==> src/hdl/aescbc_pkg.sv <==
package aescbc_pkg;

    localparam int ROUNDS_DEF = 10;
    localparam int RND_W      = 4;
    localparam int BLK_W      = 128;
    localparam int HALF_W     = 64;
    localparam int CNT_W      = 5;
    localparam int IDX_W      = 3;
    localparam int TDATA_W    = 136;
    localparam int TUSER_W    = 2;

    // register indexes of the configuration port
    localparam logic [IDX_W-1:0] REG_KEY_HIGH = 3'd0;
    localparam logic [IDX_W-1:0] REG_KEY_LOW  = 3'd1;
    localparam logic [IDX_W-1:0] REG_IV_HIGH  = 3'd2;
    localparam logic [IDX_W-1:0] REG_IV_LOW   = 3'd3;
    localparam logic [IDX_W-1:0] REG_DIR      = 3'd4;
    localparam logic [IDX_W-1:0] REG_PAD      = 3'd5;

    // result status codes
    localparam logic [1:0] ST_OK      = 2'd0;
    localparam logic [1:0] ST_PARTIAL = 2'd1;
    localparam logic [1:0] ST_BAD_PAD = 2'd2;
    localparam logic [1:0] ST_PART_CT = 2'd3;

    localparam logic DIR_ENC = 1'b0;

    typedef enum logic [1:0] {
        ST_EXPAND,
        ST_IDLE,
        ST_ROUND,
        ST_FINISH
    } ctrl_state_t;

    typedef struct packed {
        logic             load;
        logic             round_en;
        logic             final_rnd;
        logic             emit;
        logic             extra_load;
        logic             exp_step;
        logic             pass2;
        logic [RND_W-1:0] rnd;
    } cmd_t;

    typedef struct packed {
        logic key_wr;
        logic in_err;
        logic extra;
        logic out_free;
    } stat_t;

    localparam logic [7:0] SBOX [256] = '{
        8'h63,8'h7c,8'h77,8'h7b,8'hf2,8'h6b,8'h6f,8'hc5,8'h30,8'h01,8'h67,8'h2b,8'hfe,8'hd7,8'hab,8'h76,
        8'hca,8'h82,8'hc9,8'h7d,8'hfa,8'h59,8'h47,8'hf0,8'had,8'hd4,8'ha2,8'haf,8'h9c,8'ha4,8'h72,8'hc0,
        8'hb7,8'hfd,8'h93,8'h26,8'h36,8'h3f,8'hf7,8'hcc,8'h34,8'ha5,8'he5,8'hf1,8'h71,8'hd8,8'h31,8'h15,
        8'h04,8'hc7,8'h23,8'hc3,8'h18,8'h96,8'h05,8'h9a,8'h07,8'h12,8'h80,8'he2,8'heb,8'h27,8'hb2,8'h75,
        8'h09,8'h83,8'h2c,8'h1a,8'h1b,8'h6e,8'h5a,8'ha0,8'h52,8'h3b,8'hd6,8'hb3,8'h29,8'he3,8'h2f,8'h84,
        8'h53,8'hd1,8'h00,8'hed,8'h20,8'hfc,8'hb1,8'h5b,8'h6a,8'hcb,8'hbe,8'h39,8'h4a,8'h4c,8'h58,8'hcf,
        8'hd0,8'hef,8'haa,8'hfb,8'h43,8'h4d,8'h33,8'h85,8'h45,8'hf9,8'h02,8'h7f,8'h50,8'h3c,8'h9f,8'ha8,
        8'h51,8'ha3,8'h40,8'h8f,8'h92,8'h9d,8'h38,8'hf5,8'hbc,8'hb6,8'hda,8'h21,8'h10,8'hff,8'hf3,8'hd2,
        8'hcd,8'h0c,8'h13,8'hec,8'h5f,8'h97,8'h44,8'h17,8'hc4,8'ha7,8'h7e,8'h3d,8'h64,8'h5d,8'h19,8'h73,
        8'h60,8'h81,8'h4f,8'hdc,8'h22,8'h2a,8'h90,8'h88,8'h46,8'hee,8'hb8,8'h14,8'hde,8'h5e,8'h0b,8'hdb,
        8'he0,8'h32,8'h3a,8'h0a,8'h49,8'h06,8'h24,8'h5c,8'hc2,8'hd3,8'hac,8'h62,8'h91,8'h95,8'he4,8'h79,
        8'he7,8'hc8,8'h37,8'h6d,8'h8d,8'hd5,8'h4e,8'ha9,8'h6c,8'h56,8'hf4,8'hea,8'h65,8'h7a,8'hae,8'h08,
        8'hba,8'h78,8'h25,8'h2e,8'h1c,8'ha6,8'hb4,8'hc6,8'he8,8'hdd,8'h74,8'h1f,8'h4b,8'hbd,8'h8b,8'h8a,
        8'h70,8'h3e,8'hb5,8'h66,8'h48,8'h03,8'hf6,8'h0e,8'h61,8'h35,8'h57,8'hb9,8'h86,8'hc1,8'h1d,8'h9e,
        8'he1,8'hf8,8'h98,8'h11,8'h69,8'hd9,8'h8e,8'h94,8'h9b,8'h1e,8'h87,8'he9,8'hce,8'h55,8'h28,8'hdf,
        8'h8c,8'ha1,8'h89,8'h0d,8'hbf,8'he6,8'h42,8'h68,8'h41,8'h99,8'h2d,8'h0f,8'hb0,8'h54,8'hbb,8'h16
    };

    function automatic logic [7:0] sbox(input logic [7:0] b);
        return SBOX[b];
    endfunction

    // inverse affine map of the S-box
    function automatic logic [7:0] aff_inv(input logic [7:0] b);
        return {b[6:0], b[7]} ^ {b[4:0], b[7:5]} ^ {b[1:0], b[7:2]} ^ 8'h05;
    endfunction

    // inverse S-box through the forward table: field inverse is an involution
    function automatic logic [7:0] inv_sbox(input logic [7:0] b);
        return aff_inv(sbox(aff_inv(b)));
    endfunction

    function automatic logic [7:0] xt(input logic [7:0] a);
        return {a[6:0], 1'b0} ^ (a[7] ? 8'h1b : 8'h00);
    endfunction

    function automatic logic [7:0] rcon(input logic [RND_W-1:0] idx);
        logic [7:0] r;
        case (idx)
            4'd1:    r = 8'h01;
            4'd2:    r = 8'h02;
            4'd3:    r = 8'h04;
            4'd4:    r = 8'h08;
            4'd5:    r = 8'h10;
            4'd6:    r = 8'h20;
            4'd7:    r = 8'h40;
            4'd8:    r = 8'h80;
            4'd9:    r = 8'h1b;
            4'd10:   r = 8'h36;
            default: r = 8'h00;
        endcase
        return r;
    endfunction

    function automatic logic [31:0] sub_rot(input logic [31:0] w, input logic [7:0] rc);
        return {sbox(w[23:16]) ^ rc, sbox(w[15:8]), sbox(w[7:0]), sbox(w[31:24])};
    endfunction

    // next round key from the current one
    function automatic logic [BLK_W-1:0] key_fwd(input logic [BLK_W-1:0] k,
                                                 input logic [7:0] rc);
        logic [31:0] w0, w1, w2, w3;
        w0 = k[127:96] ^ sub_rot(k[31:0], rc);
        w1 = k[95:64] ^ w0;
        w2 = k[63:32] ^ w1;
        w3 = k[31:0] ^ w2;
        return {w0, w1, w2, w3};
    endfunction

    // previous round key from the current one
    function automatic logic [BLK_W-1:0] key_inv(input logic [BLK_W-1:0] k,
                                                 input logic [7:0] rc);
        logic [31:0] w1, w2, w3;
        w3 = k[31:0] ^ k[63:32];
        w2 = k[63:32] ^ k[95:64];
        w1 = k[95:64] ^ k[127:96];
        return {k[127:96] ^ sub_rot(w3, rc), w1, w2, w3};
    endfunction

    function automatic logic [BLK_W-1:0] enc_round(input logic [BLK_W-1:0] s,
                                                   input logic [BLK_W-1:0] k,
                                                   input logic fin);
        logic [7:0] t [16];
        logic [7:0] q [16];
        logic [7:0] all;
        logic [BLK_W-1:0] o;
        for (int i = 0; i < 16; i++) begin
            t[i] = sbox(s[BLK_W-1-8*((i & 3) + 4*(((i >> 2) + (i & 3)) & 3)) -: 8]);
        end
        for (int c = 0; c < 4; c++) begin
            all = t[4*c] ^ t[4*c+1] ^ t[4*c+2] ^ t[4*c+3];
            for (int r = 0; r < 4; r++) begin
                q[4*c+r] = fin ? t[4*c+r]
                         : t[4*c+r] ^ all ^ xt(t[4*c+r] ^ t[4*c+((r+1) & 3)]);
            end
        end
        for (int i = 0; i < 16; i++) begin
            o[BLK_W-1-8*i -: 8] = q[i];
        end
        return o ^ k;
    endfunction

    function automatic logic [BLK_W-1:0] dec_round(input logic [BLK_W-1:0] s,
                                                   input logic [BLK_W-1:0] k,
                                                   input logic fin);
        logic [7:0] x [16];
        logic [7:0] a [4];
        logic [7:0] m2 [4];
        logic [7:0] m4 [4];
        logic [7:0] m8 [4];
        logic [BLK_W-1:0] o;
        for (int i = 0; i < 16; i++) begin
            x[i] = inv_sbox(s[BLK_W-1-8*((i & 3) + 4*(((i >> 2) + 4 - (i & 3)) & 3)) -: 8])
                 ^ k[BLK_W-1-8*i -: 8];
        end
        for (int c = 0; c < 4; c++) begin
            for (int r = 0; r < 4; r++) begin
                a[r]  = x[4*c+r];
                m2[r] = xt(a[r]);
                m4[r] = xt(m2[r]);
                m8[r] = xt(m4[r]);
            end
            for (int r = 0; r < 4; r++) begin
                // 14, 11, 13, 9 rotated along the column
                o[BLK_W-1-8*(4*c+r) -: 8] = fin ? x[4*c+r]
                    : (m8[r] ^ m4[r] ^ m2[r])
                    ^ (m8[(r+1)&3] ^ m2[(r+1)&3] ^ a[(r+1)&3])
                    ^ (m8[(r+2)&3] ^ m4[(r+2)&3] ^ a[(r+2)&3])
                    ^ (m8[(r+3)&3] ^ a[(r+3)&3]);
            end
        end
        return o;
    endfunction

endpackage

==> src/hdl/aescbc_ctrl.sv <==
module aescbc_ctrl
    import aescbc_pkg::*;
#(
    parameter int ROUNDS = ROUNDS_DEF
) (
    input  logic  aclk,
    input  logic  aresetn,
    input  logic  s_tvalid,
    output logic  s_tready,
    input  stat_t stat,
    output cmd_t  cmd
);

    localparam logic [RND_W-1:0] RND_LAST = RND_W'(ROUNDS);

    ctrl_state_t      state_reg, state_next;
    logic [RND_W-1:0] rnd_reg, rnd_next;
    logic             pass2_reg, pass2_next;

    // state register
    always_ff @(posedge aclk) begin
        if (!aresetn) begin
            state_reg <= ST_EXPAND;
            rnd_reg   <= RND_W'(1);
            pass2_reg <= 1'b0;
        end else begin
            state_reg <= state_next;
            rnd_reg   <= rnd_next;
            pass2_reg <= pass2_next;
        end
    end

    // next state and commands
    always_comb begin
        state_next = state_reg;
        rnd_next   = rnd_reg;
        pass2_next = pass2_reg;
        s_tready   = 1'b0;
        cmd        = '0;
        cmd.rnd       = rnd_reg;
        cmd.pass2     = pass2_reg;
        cmd.final_rnd = (rnd_reg == RND_LAST);
        case (state_reg)
            ST_EXPAND: begin
                cmd.exp_step = 1'b1;
                if (stat.key_wr) begin
                    rnd_next = RND_W'(1);
                end else if (rnd_reg == RND_LAST) begin
                    state_next = ST_IDLE;
                end else begin
                    rnd_next = rnd_reg + RND_W'(1);
                end
            end
            ST_IDLE: begin
                // hold off input words while a key write restarts the expansion
                s_tready = !stat.key_wr;
                if (stat.key_wr) begin
                    state_next = ST_EXPAND;
                    rnd_next   = RND_W'(1);
                end else if (s_tvalid) begin
                    cmd.load   = 1'b1;
                    pass2_next = 1'b0;
                    rnd_next   = RND_W'(1);
                    state_next = stat.in_err ? ST_FINISH : ST_ROUND;
                end
            end
            ST_ROUND: begin
                cmd.round_en = 1'b1;
                if (rnd_reg == RND_LAST) begin
                    state_next = ST_FINISH;
                end else begin
                    rnd_next = rnd_reg + RND_W'(1);
                end
            end
            ST_FINISH: begin
                if (stat.out_free) begin
                    cmd.emit = 1'b1;
                    if (stat.extra && !pass2_reg) begin
                        // padding-only block follows a full last block
                        cmd.extra_load = 1'b1;
                        pass2_next     = 1'b1;
                        rnd_next       = RND_W'(1);
                        state_next     = ST_ROUND;
                    end else begin
                        state_next = ST_IDLE;
                    end
                end
            end
            default: state_next = ST_IDLE;
        endcase
    end

endmodule

==> config.mk <==
export PLATFORM = sky130hd
export DESIGN_NAME = aescbc_ctrl
export DESIGN_NICKNAME = d
export VERILOG_FILES = /design/src/hdl/aescbc_pkg.sv /design/src/hdl/aescbc_ctrl.sv
export SDC_FILE = /design/constraint.sdc
export NUM_CORES = 1
export LEC_CHECK = 0
export BUFFER_PORTS_ARGS = -buffer_cell sky130_fd_sc_hd__buf_4
export CELL_PAD_IN_SITES_DETAIL_PLACEMENT = 0
export CELL_PAD_IN_SITES_GLOBAL_PLACEMENT = 1
export CORE_UTILIZATION = 34
export CTS_CLUSTER_DIAMETER = 120
export CTS_CLUSTER_SIZE = 24
export DETAILED_ROUTE_END_ITERATION = 8
export GPL_ROUTABILITY_DRIVEN = 0
export PLACE_DENSITY = 0.79
export SYNTH_ARGS = -nofsm -noshare
export SYNTH_HDL_FRONTEND = slang
export SYNTH_SLANG_ARGS = --single-unit
==> constraint.sdc <==
create_clock -name aclk -period 3.44 [get_ports aclk]
set_input_delay 0.344 -clock aclk [delete_from_list [all_inputs] [get_ports aclk]]
set_output_delay 0.344 -clock aclk [all_outputs]
set_load 0.01 [all_outputs]
======== Word-level counts from Yosys, hierarchy flattened ========
Index checks and enable logic that the tools add are counted.
word-level totals
  output and inout bits ................... 12
  flip-flop bits (word level) ............. 7
  input port bits ......................... 7
operators by class
  reduce and logical (&&, ||, !) cells .... 8
  mux-type cells .......................... 30
  eq/ne operators ......................... 12
  $add $sub $neg .......................... 1
operators by type and width
  kind                                                             number
  4-bit two-way mux                                                6
  2-bit two-way mux                                                9
  4-bit one-hot mux with 4 select lines                            1
  2-bit != test, second input constant                             7
  1-bit two-way mux                                                12
  5-bit AND reduction                                              2
  2-bit one-hot mux with 4 select lines                            1
  4-bit by 1-bit adder with 4-bit output, second input constant    1
  2-bit == test, second input constant                             2
  4-bit == test, second input constant                             1
  3-bit != test, second input constant                             1
  3-bit AND reduction                                              1
  2-bit by 1-bit == test with 1-bit output, second input constant  1
  1-bit zero test                                                  2
  2-bit zero test                                                  1
  1-bit one-hot mux with 2 select lines                            1
  2-bit nonzero test                                               1
  1-bit logical AND                                                1

======== Depth between registers and ports, before layout ========
Gate-level depths: netlist of run 1.
  depth after elaboration ................. 5
  gate-level depth with buffers ........... 6

======== Least setup slack after synthesis of run 1 ========
No wires, ideal clock.
  path kind ............................... register to register
  from .................................... reg rnd_reg[0]
  to ...................................... reg rnd_reg[0]
  cell stages (with the launch flop) ...... 7
  path buffers ............................ 1
  arrival ................................. 1293 ps
  library setup time ...................... 134 ps
  period minus slack after synthesis ...... 1427 ps
  path slack .............................. 2013 ps
  path through ............................ dfxtp_1 inv_1 ha_1 and3b_1 buf_2 o31ai_1 o311ai_1
RTL lines
  element                 RTL line           source
  from (decl)             aescbc_ctrl.sv:17  logic [RND_W-1:0] rnd_reg, rnd_next;
  from (signal assigned)  aescbc_ctrl.sv:28  rnd_reg <= rnd_next;

==> impl_metrics.env, run 1 <==
export IMPL_fin_ws_ns=1.62
export IMPL_p_seq_share_pct=46.9
export IMPL_min_delay_start="aresetn"
export IMPL_cts_tree="yes"
export IMPL_ir_worst_vdd_v=0.000171
export IMPL_synthCells=53
export IMPL_ctsHoldBuffers=0
export IMPL_setup_viol=0
export IMPL_finalHoldViolations=0
export IMPL_htree_levels=1
export IMPL_fmax_mhz=549
export IMPL_clock_path_buffers=2
export IMPL_ios=19
export IMPL_p_int_uw=141
export IMPL_start_util_pct=39.0
export IMPL_drt_iter0_drc=13
export IMPL_dp_hpwl_um=766
export IMPL_crit_arrival_ns=1.48
export IMPL_worst_slew_pin_slew_ns=0.499
export IMPL_final_common_cell="buf_4"
export IMPL_grt_overflow=0
export IMPL_synth_edff_count=0
export IMPL_numCtsBuffers=3
export IMPL_tns_ns=0
export IMPL_final_cell_mix="buf_4 (18), dfxtp_1 (7)"
export IMPL_status="complete, no violations"
export IMPL_syn_area_per_cell_um2=8.73
export IMPL_ys_flop_type="dfxtp_1"
export IMPL_ys_ff_latch=7
export IMPL_vias=446
export IMPL_rsz0062_at_grt="false"
export IMPL_crit_type="reg -> out"
export IMPL_nNetsFinal=81
export IMPL_holdPathStages=2
export IMPL_place_ws_ns=1.92
export IMPL_regToRegEndpoint="rnd_reg[0]$_SDFFE_PN1P_"
export IMPL_path_cells="and3_1, and2_1, buf_4"
export IMPL_cp_required_ns=3.10
export IMPL_synth_area_um2=463
export IMPL_ys_warn_count=0
export IMPL_grtUsageTotal_pct=16.1
export IMPL_power_density_nw_per_um2=298
export IMPL_slowest_stage="dfxtp_1"
export IMPL_fin_skew_ns=0.00744
export IMPL_grt_first_pass_wirelength_mm=1.61
export IMPL_grt_max_degree=17
export IMPL_final_util_pct=52.2
export IMPL_r2r_start="rnd_reg[0]$_SDFFE_PN1P_"
export IMPL_ff2ff_path_depth=5
export IMPL_row_count=12
export IMPL_finalPower_uw=185
export IMPL_fin_crit_sh_pct=52.9
export IMPL_fp_coreArea_um2=1190
export IMPL_netSwitchingFraction_pct=23.7
export IMPL_place_area_um2=593
export IMPL_slowest_delay_ns=0.63
export IMPL_routed_via_density=5.25
export IMPL_regToRegSetupSlack_ns=1.99
export IMPL_synthArstFlopShare_pct=0
export IMPL_final_area_um2=619
export IMPL_yosysUniqueCellTypes=30
export IMPL_io_buffer_count=18
export IMPL_layout_drive_gt1_share_pct=38.0
export IMPL_clk_latency_ns=0.25
export IMPL_cts_root_buf="clkbuf_4"
export IMPL_crit_fanout=16
export IMPL_antenna_found_initial=0
export IMPL_yosysSeqAreaShare_pct=30.3
export IMPL_first_pass_iters=4
export IMPL_final_antenna_net_count=0
export IMPL_die_h_um=38.9
export IMPL_syn_to_final_growth_pct=33.8
export IMPL_holdWs_ns=0.337
export IMPL_largest_register_ffs=4
export IMPL_n_antenna_cell=0
export IMPL_die_w_um=38.9
export IMPL_layout_min_cycle_time_ns=1.82
export IMPL_wl_per_cell_um=12.6
export IMPL_hold_end="rnd_reg[0]$_SDFFE_PN1P_"
export IMPL_start_kind="register"
export IMPL_p_clk_share_pct=40.0
export IMPL_critPathCaptureType="primary output"
export IMPL_maxSlewHeadroom_pct=66.7
export IMPL_clk_pin_slew_ns=0.05
export IMPL_drc_errors=0
export IMPL_grt_pass1_vias=350
export IMPL_syn_nets=62
export IMPL_hold_class="in -> reg"
export IMPL_post_cts_buffers=0
export IMPL_drv_slew=0
export IMPL_power_switching_uw=43.8
export IMPL_p_comb_share_pct=13.1
export IMPL_clock_sinks=7
export IMPL_cap_violations=0
export IMPL_final_cells=85
export IMPL_postRouteWirelength_mm=1.07
export IMPL_dpl_cell_count=81
export IMPL_cts_resized=0
export IMPL_dieArea_um2=1510
export IMPL_p_leak_nw=0.294
==> per-layer routing <==
| layer | routed length, µm | global-route usage [%] |
|---|---|---|
| met2 | 459 | 21.7 |
| met3 | 56 | 8.67 |
| met4 | 0 | 5.17 |
| met1 | 556 | 21.5 |
| met5 | 0 | 0 |
==> worst max-delay path, delay by kind of cell (launching register included) <==
kind                   cells  cell delay [ns]
flip-flops                 1             0.63
AND/OR/NAND/NOR            2             0.47
buffers and inverters      1             0.13
==> logic make-up after synthesis <==
logic type      count (synthesis)  share of synthesized area (%)
simple gates                   21                           31.1
compound gates                 15                           25.1
buf+inv                         8                           8.11
flops                           7                           30.3
fa+ha+maj                       2                           5.40
==> how the worst max path moves through the flow <==
stage / start / to / slack (ns) / depth (start not counted)
final: state_reg[0]$_SDFFE_PN0P_ / cmd[6] / 1.62 / 3
after global routing: state_reg[0]$_SDFFE_PN0P_ / cmd[6] / 1.51 / 3
after CTS: state_reg[0]$_SDFFE_PN0P_ / cmd[6] / 1.64 / 3
after detailed placement: state_reg[0]$_SDFFE_PN0P_ / cmd[6] / 1.92 / 3
after global placement: state_reg[0]$_SDFFE_PN0P_ / cmd[6] / 1.97 / 3
after floorplan: rnd_reg[0]$_SDFFE_PN1P_ / rnd_reg[0]$_SDFFE_PN1P_ / 2.01 / 6
==> power groups by stage <==
| stage | Clock, mW | Sequential (mW) | Combinational [mW] |
|---|---|---|---|
| after floorplan | 0 | 0.0887 | 0.0104 |
| after global placement | 0 | 0.0883 | 0.0245 |
| after detailed placement | 0 | 0.0882 | 0.0241 |
| after CTS | 0.0775 | 0.0865 | 0.0241 |
| after global routing | 0.0819 | 0.0870 | 0.0265 |
| final | 0.0738 | 0.0866 | 0.0242 |
==> layout make-up <==
class	instances	area [µm²]
clock buffers	4	26.3
fillers	116	567
inverters	4	15.0
multi-input cells	38	285
flip-flops and latches	7	140
well taps	14	17.5
repair buffers	18	135
==> Yosys cell counts (all sizes together), types with 2 or more instances <==
| cell | count | area [µm²] |
|---|---|---|
| nor2b | 3 | 26.3 |
| o21ai | 2 | 10.0 |
| nor3b | 3 | 22.5 |
| nor2 | 3 | 11.3 |
| o31ai | 2 | 15.0 |
| dfxtp | 7 | 140 |
| nand2 | 2 | 7.51 |
| buf | 4 | 22.5 |
| ha | 2 | 25.0 |
| nand2b | 2 | 12.5 |
| inv | 4 | 15.0 |
| and3 | 2 | 12.5 |
| a21oi | 3 | 15.0 |
(Power assumes the default switching activity.)
==> run 2: changes to the inputs <==
--- a/config.mk
+++ b/config.mk
@@ -8,12 +8,12 @@
 export BUFFER_PORTS_ARGS = -buffer_cell sky130_fd_sc_hd__buf_4
 export CELL_PAD_IN_SITES_DETAIL_PLACEMENT = 0
 export CELL_PAD_IN_SITES_GLOBAL_PLACEMENT = 1
-export CORE_UTILIZATION = 34
+export CORE_UTILIZATION = 32
 export CTS_CLUSTER_DIAMETER = 120
 export CTS_CLUSTER_SIZE = 24
 export DETAILED_ROUTE_END_ITERATION = 8
 export GPL_ROUTABILITY_DRIVEN = 0
-export PLACE_DENSITY = 0.79
+export PLACE_DENSITY = 0.75
 export SYNTH_ARGS = -nofsm -noshare
 export SYNTH_HDL_FRONTEND = slang
 export SYNTH_SLANG_ARGS = --single-unit
==> constraint.sdc (replaced) <==
create_clock -name aclk -period 1.7 [get_ports aclk]
set_input_delay 0.17 -clock aclk [delete_from_list [all_inputs] [get_ports aclk]]
set_output_delay 0.17 -clock aclk [all_outputs]
set_load 0.01 [all_outputs]
==> run 2 against run 1 <==
  * Count of clock-buffer cells in the layout did not move
  * Routed wire length rose by 8.1%
  * Final area is 1.4% higher
  * Critical path depth stayed put
  * Sequential share of layout area decreased by 0.32 points
  * Combinational power grew 110%
  * Global-route usage rose by 0.90 points
  * Critical endpoint unchanged
  * Flip-flop and latch count stayed put
  * Worst hold slack got worse by 0.20 ns
  * Total power increased by 110%
  * Via count up 6.7%
==> impl_metrics.env, run 2 (synthesized netlist as in run 1, its figures left out) <==
export IMPL_grtUsageMet2_pct=21.0
export IMPL_grt_pass1_vias=405
export IMPL_clk_pin_slew_ns=0.06
export IMPL_ir_worst_vdd_v=0.000315
export IMPL_clock_path_buffers=2
export IMPL_ios=19
export IMPL_power_density_nw_per_um2=616
export IMPL_crit_type="reg -> out"
export IMPL_finalHoldViolations=0
export IMPL_clk_latency_ns=0.26
export IMPL_p_leak_nw=0.299
export IMPL_vias=476
export IMPL_cp_required_ns=1.53
export IMPL_fin_crit_sh_pct=90.8
export IMPL_io_buffer_count=18
export IMPL_finalPower_uw=387
export IMPL_grtUsageTotal_pct=17.0
export IMPL_grt_busiest_layer="met1"
export IMPL_grt_max_degree=13
export IMPL_crit_fanout=12
export IMPL_drv_slew=0
export IMPL_status="complete, no violations"
export IMPL_start_util_pct=35.1
export IMPL_numCtsBuffers=3
export IMPL_drc_errors=0
export IMPL_rsz0062_at_grt="false"
export IMPL_setup_viol=0
export IMPL_regToRegSetupSlack_ns=0.23
export IMPL_dp_hpwl_um=793
export IMPL_final_common_cell="buf_4"
export IMPL_critPathCaptureType="primary output"
export IMPL_hold_class="in -> reg"
export IMPL_worst_slew_pin_slew_ns=0.378
export IMPL_crit_arrival_ns=1.37
export IMPL_use_met1_pct=23.6
export IMPL_r2r_start="rnd_reg[0]$_SDFFE_PN1P_"
export IMPL_cts_resized=0
export IMPL_antenna_found_initial=0
export IMPL_largest_register_ffs=4
export IMPL_tns_ns=0
export IMPL_fin_skew_ns=0.00486
export IMPL_syn_to_final_growth_pct=35.7
export IMPL_ff2ff_path_depth=5
export IMPL_routed_via_density=5.47
export IMPL_n_antenna_cell=0
export IMPL_layout_min_cycle_time_ns=1.54
export IMPL_die_h_um=40.0
export IMPL_wl_per_cell_um=13.3
export IMPL_layout_drive_gt1_share_pct=38.9
export IMPL_fmax_mhz=648
export IMPL_grt_first_pass_wirelength_mm=1.77
export IMPL_post_cts_buffers=0
export IMPL_min_delay_start="aresetn"
export IMPL_hold_end="rnd_reg[0]$_SDFFE_PN1P_"
export IMPL_drt_iter0_drc=11
export IMPL_grt_use_met3_pct=3.89
export IMPL_start_kind="register"
export IMPL_maxSlewHeadroom_pct=74.8
export IMPL_nNetsFinal=82
export IMPL_regToRegEndpoint="rnd_reg[0]$_SDFFE_PN1P_"
export IMPL_final_antenna_net_count=0
export IMPL_holdPathStages=2
export IMPL_ctsHoldBuffers=0
export IMPL_clock_sinks=7
export IMPL_row_count=13
export IMPL_fp_coreArea_um2=1320
export IMPL_cap_violations=0
export IMPL_final_cell_mix="buf_4 (19), dfxtp_1 (7)"
export IMPL_cts_tree="yes"
export IMPL_postRouteWirelength_mm=1.16
export IMPL_first_pass_iters=4
export IMPL_cts_root_buf="clkbuf_4"
export IMPL_die_w_um=40.0
export IMPL_grt_overflow=0
export IMPL_htree_levels=1
export IMPL_dieArea_um2=1600
[run 2: changes by cell type in the layout (fill, tap and decap cells not counted)]
cell	delta
buf_4	+1
[run 2: metal layers]
layer	vias up	wire length [µm]	share of wire (%)
li1	238	-	-
met5	-	0	0
met2	12	503	43
met1	220	575	50
met3	6	45	3.9
met4	0	36	3.1
[run 2: worst max path at each step]
stage | start | to | slack (ns) | depth (start not counted)
2_1_floorplan | rnd_reg[0]$_SDFFE_PN1P_ | rnd_reg[0]$_SDFFE_PN1P_ | 0.27 | 6
4_1_cts | state_reg[1]$_SDFFE_PN0P_ | cmd[6] | 0.15 | 3
3_3_place_gp | rnd_reg[0]$_SDFFE_PN1P_ | rnd_reg[0]$_SDFFE_PN1P_ | 0.27 | 5
6_report | state_reg[1]$_SDFFE_PN0P_ | cmd[6] | 0.16 | 3
3_5_place_dp | rnd_reg[0]$_SDFFE_PN1P_ | rnd_reg[0]$_SDFFE_PN1P_ | 0.28 | 5
5_1_grt | state_reg[1]$_SDFFE_PN0P_ | cmd[6] | 0.08 | 3
[run 2: power by group]
group | total (mW) | internal (mW) | switching, mW
clock | 0.162 | 0.0903 | 0.0714
sequential | 0.175 | 0.169 | 0.00646
combinational | 0.0501 | 0.0268 | 0.0234
total | 0.387 | 0.286 | 0.101
[run 2: area by class of cell]
| cell class | instances | area, µm² |
|---|---|---|
| fill | 132 | 689 |
| multi-input combinational | 38 | 285 |
| timing repair buffer | 19 | 143 |
| sequential | 7 | 140 |
| clock buffer | 4 | 26.3 |
| tap | 15 | 18.8 |
| inverter | 4 | 15.0 |
[run 2: critical path, stage by stage, from the launching register on]
cell and delay (ns):
dfxtp_1 0.54, and3_1 0.27, and2_1 0.17, buf_4 0.13
[run 2: per-stage QoR]
stage / hold WS [ns] / utilization (%) / setup WS (ns) / area, µm² / std cells
finish: 0.138 / 47.7 / 0.156 / 628 / 87
global route: 0.146 / 47.7 / 0.0761 / 628 / 87
CTS: 0.138 / 47.7 / 0.149 / 628 / 87
detailed placement: 0.402 / 45.7 / 0.281 / 602 / 83
global placement: 0.408 / 45.7 / 0.270 / 602 / 83
floorplan: 0.248 / - / 0.273 / 463 / 53
==> run 3: changes to the inputs <==
--- a/config.mk
+++ b/config.mk
@@ -6,14 +6,16 @@
 export NUM_CORES = 1
 export LEC_CHECK = 0
 export BUFFER_PORTS_ARGS = -buffer_cell sky130_fd_sc_hd__buf_4
+export CAP_MARGIN = 20
 export CELL_PAD_IN_SITES_DETAIL_PLACEMENT = 0
 export CELL_PAD_IN_SITES_GLOBAL_PLACEMENT = 1
-export CORE_UTILIZATION = 32
+export CORE_UTILIZATION = 28
 export CTS_CLUSTER_DIAMETER = 120
 export CTS_CLUSTER_SIZE = 24
 export DETAILED_ROUTE_END_ITERATION = 8
 export GPL_ROUTABILITY_DRIVEN = 0
-export PLACE_DENSITY = 0.75
+export PLACE_DENSITY = 0.69
+export REMOVE_ABC_BUFFERS = 1
 export SYNTH_ARGS = -nofsm -noshare
 export SYNTH_HDL_FRONTEND = slang
 export SYNTH_SLANG_ARGS = --single-unit
==> constraint.sdc (replaced) <==
create_clock -name aclk -period 1.4 [get_ports aclk]
set_input_delay 0.14 -clock aclk [delete_from_list [all_inputs] [get_ports aclk]]
set_output_delay 0.14 -clock aclk [all_outputs]
set_load 0.01 [all_outputs]
==> run 3 against run 2 <==
  * Register-to-register slack worse by 0.11 ns
  * Final area increased by 11%
  * Total power rose by 26%
  * Worst setup slack got worse by 0.10 ns
  * Via count increased by 1.1%
  * Utilization is 1.8 points lower
  * Combinational power increased by 50%
  * Clock skew up 0.0013 ns
==> impl_metrics.env, run 3 (synthesized netlist as in run 1, its figures left out) <==
export IMPL_critPathCaptureType="primary output"
export IMPL_layout_drive_gt1_share_pct=51.9
export IMPL_start_util_pct=30.4
export IMPL_grt_first_pass_wirelength_mm=1.98
export IMPL_dieArea_um2=1820
export IMPL_final_cells=93
export IMPL_setup_viol=0
export IMPL_cts_tree="yes"
export IMPL_slowest_delay_ns=0.32
export IMPL_grt_pass1_vias=443
export IMPL_final_common_cell="buf_4"
export IMPL_wl_per_cell_um=13.0
export IMPL_dp_hpwl_um=909
export IMPL_hold_class="in -> reg"
export IMPL_status="complete, no violations"
export IMPL_fin_skew_ns=0.00611
export IMPL_power_switching_uw=132
export IMPL_fin_crit_sh_pct=96.1
export IMPL_clock_sinks=7
export IMPL_grt_overflow=0
export IMPL_finalPower_uw=486
export IMPL_crit_fanout=5
export IMPL_cts_root_buf="clkbuf_4"
export IMPL_ctsHoldBuffers=0
export IMPL_first_pass_iters=4
export IMPL_finalHoldViolations=0
export IMPL_io_buffer_count=18
export IMPL_dpl_cell_count=87
export IMPL_crit_family="flip-flops"
export IMPL_start_kind="register"
export IMPL_fin_ws_ns=0.0542
export IMPL_maxSlewHeadroom_pct=83.5
export IMPL_holdWs_ns=0.101
export IMPL_postRouteWirelength_mm=1.21
export IMPL_rsz0062_at_grt="false"
export IMPL_fp_coreArea_um2=1520
export IMPL_clk_pin_slew_ns=0.06
export IMPL_final_util_pct=45.9
export IMPL_clock_path_buffers=2
export IMPL_clk_latency_ns=0.27
export IMPL_worst_path_buf_inv=2
export IMPL_grt_max_degree=10
export IMPL_slowest_stage="dfxtp_2"
export IMPL_tns_ns=0
export IMPL_numCtsBuffers=3
export IMPL_ios=19
export IMPL_cp_required_ns=1.26
export IMPL_vias=481
export IMPL_crit_type="reg -> out"
export IMPL_die_h_um=42.7
export IMPL_grtUsageTotal_pct=14.3
export IMPL_final_area_um2=699
export IMPL_die_w_um=42.7
export IMPL_p_int_uw=353
export IMPL_drt_iter0_drc=10
export IMPL_htree_levels=1
export IMPL_fmax_mhz=743
export IMPL_place_ws_ns=0.0925
export IMPL_drc_errors=0
export IMPL_syn_to_final_growth_pct=51.1
export IMPL_n_antenna_cell=0
export IMPL_p_clk_share_pct=41.8
export IMPL_layout_min_cycle_time_ns=1.35
export IMPL_largest_register_ffs=4
export IMPL_p_seq_share_pct=42.7
export IMPL_nNetsFinal=87
export IMPL_crit_arrival_ns=1.21
export IMPL_worst_slew_pin_slew_ns=0.247
export IMPL_p_comb_share_pct=15.5
export IMPL_row_count=14
export IMPL_routed_via_density=5.17
export IMPL_netSwitchingFraction_pct=27.2
export IMPL_path_cells="inv_1, ha_1, and3b_2, buf_4"
export IMPL_antenna_found_initial=0
export IMPL_place_area_um2=626
export IMPL_ir_worst_vdd_v=0.000444
export IMPL_p_leak_nw=0.328
export IMPL_cap_violations=0
export IMPL_drv_slew=0
export IMPL_final_antenna_net_count=0
export IMPL_power_density_nw_per_um2=694
## run 3: cell count changes in the layout (fill, tap and decap cells not counted), sizes merged
| cell | change |
|---|---|
| buf | +5 |
## run 3: cell type report
type / instances / area [µm²]
clock buffer: 4 / 26.3
sequential: 7 / 150
inverter: 4 / 15.0
tap: 16 / 20.0
timing repair buffer: 24 / 180
multi-input combinational: 38 / 308
fill: 165 / 825
## run 3: power by group through the flow
stage / combinational [mW] / sequential [mW] / clock [mW]
global route: 0.0813 / 0.207 / 0.216
global placement: 0.0678 / 0.215 / 0
finish: 0.0753 / 0.207 / 0.203
floorplan: 0.0255 / 0.218 / 0
CTS: 0.0678 / 0.210 / 0.199
detailed placement: 0.0677 / 0.215 / 0
## run 3: per-layer routing
metal  wire length [µm]  vias up  part of all wire, %  track usage, %
met4                 15        0                  1.2            5.63
li1                   -      247                    -               -
met1                583      219                   48            19.2
met5                  0        -                    0               0
met2                542       13                   45            22.1
met3                 68        2                  5.6            3.40
## run 3: path summary, 6_finish.rpt
| check | from | endpoint | slack [ns] | cells past startpoint |
|---|---|---|---|---|
| setup / recovery | rnd_reg[0]$_SDFFE_PN1P_ | cmd[8] | 0.05 | 4 |
| hold / removal | aresetn | rnd_reg[0]$_SDFFE_PN1P_ | 0.10 | 2 |
| setup reg to reg | rnd_reg[0]$_SDFFE_PN1P_ | rnd_reg[2]$_SDFFE_PN0P_ | 0.12 | 5 |
| hold reg to reg | rnd_reg[1]$_SDFFE_PN0P_ | rnd_reg[1]$_SDFFE_PN0P_ | 0.54 | 1 |
## run 3: timing repair
action | CTS | global route
setup endpoints to repair | 3 | 5
gates resized for setup | 2 | 7
buffers inserted | 0 | 2
## run 3: worst register-to-register path: cells and delay by family (launching register included)
kind	cells	cell delay (ns)
adders and majority gates	1	0.15
DFF	1	0.32
and+or+nand+nor	2	0.49
AOI/OAI and AO/OA	1	0.14
buffers and inverters	1	0.10
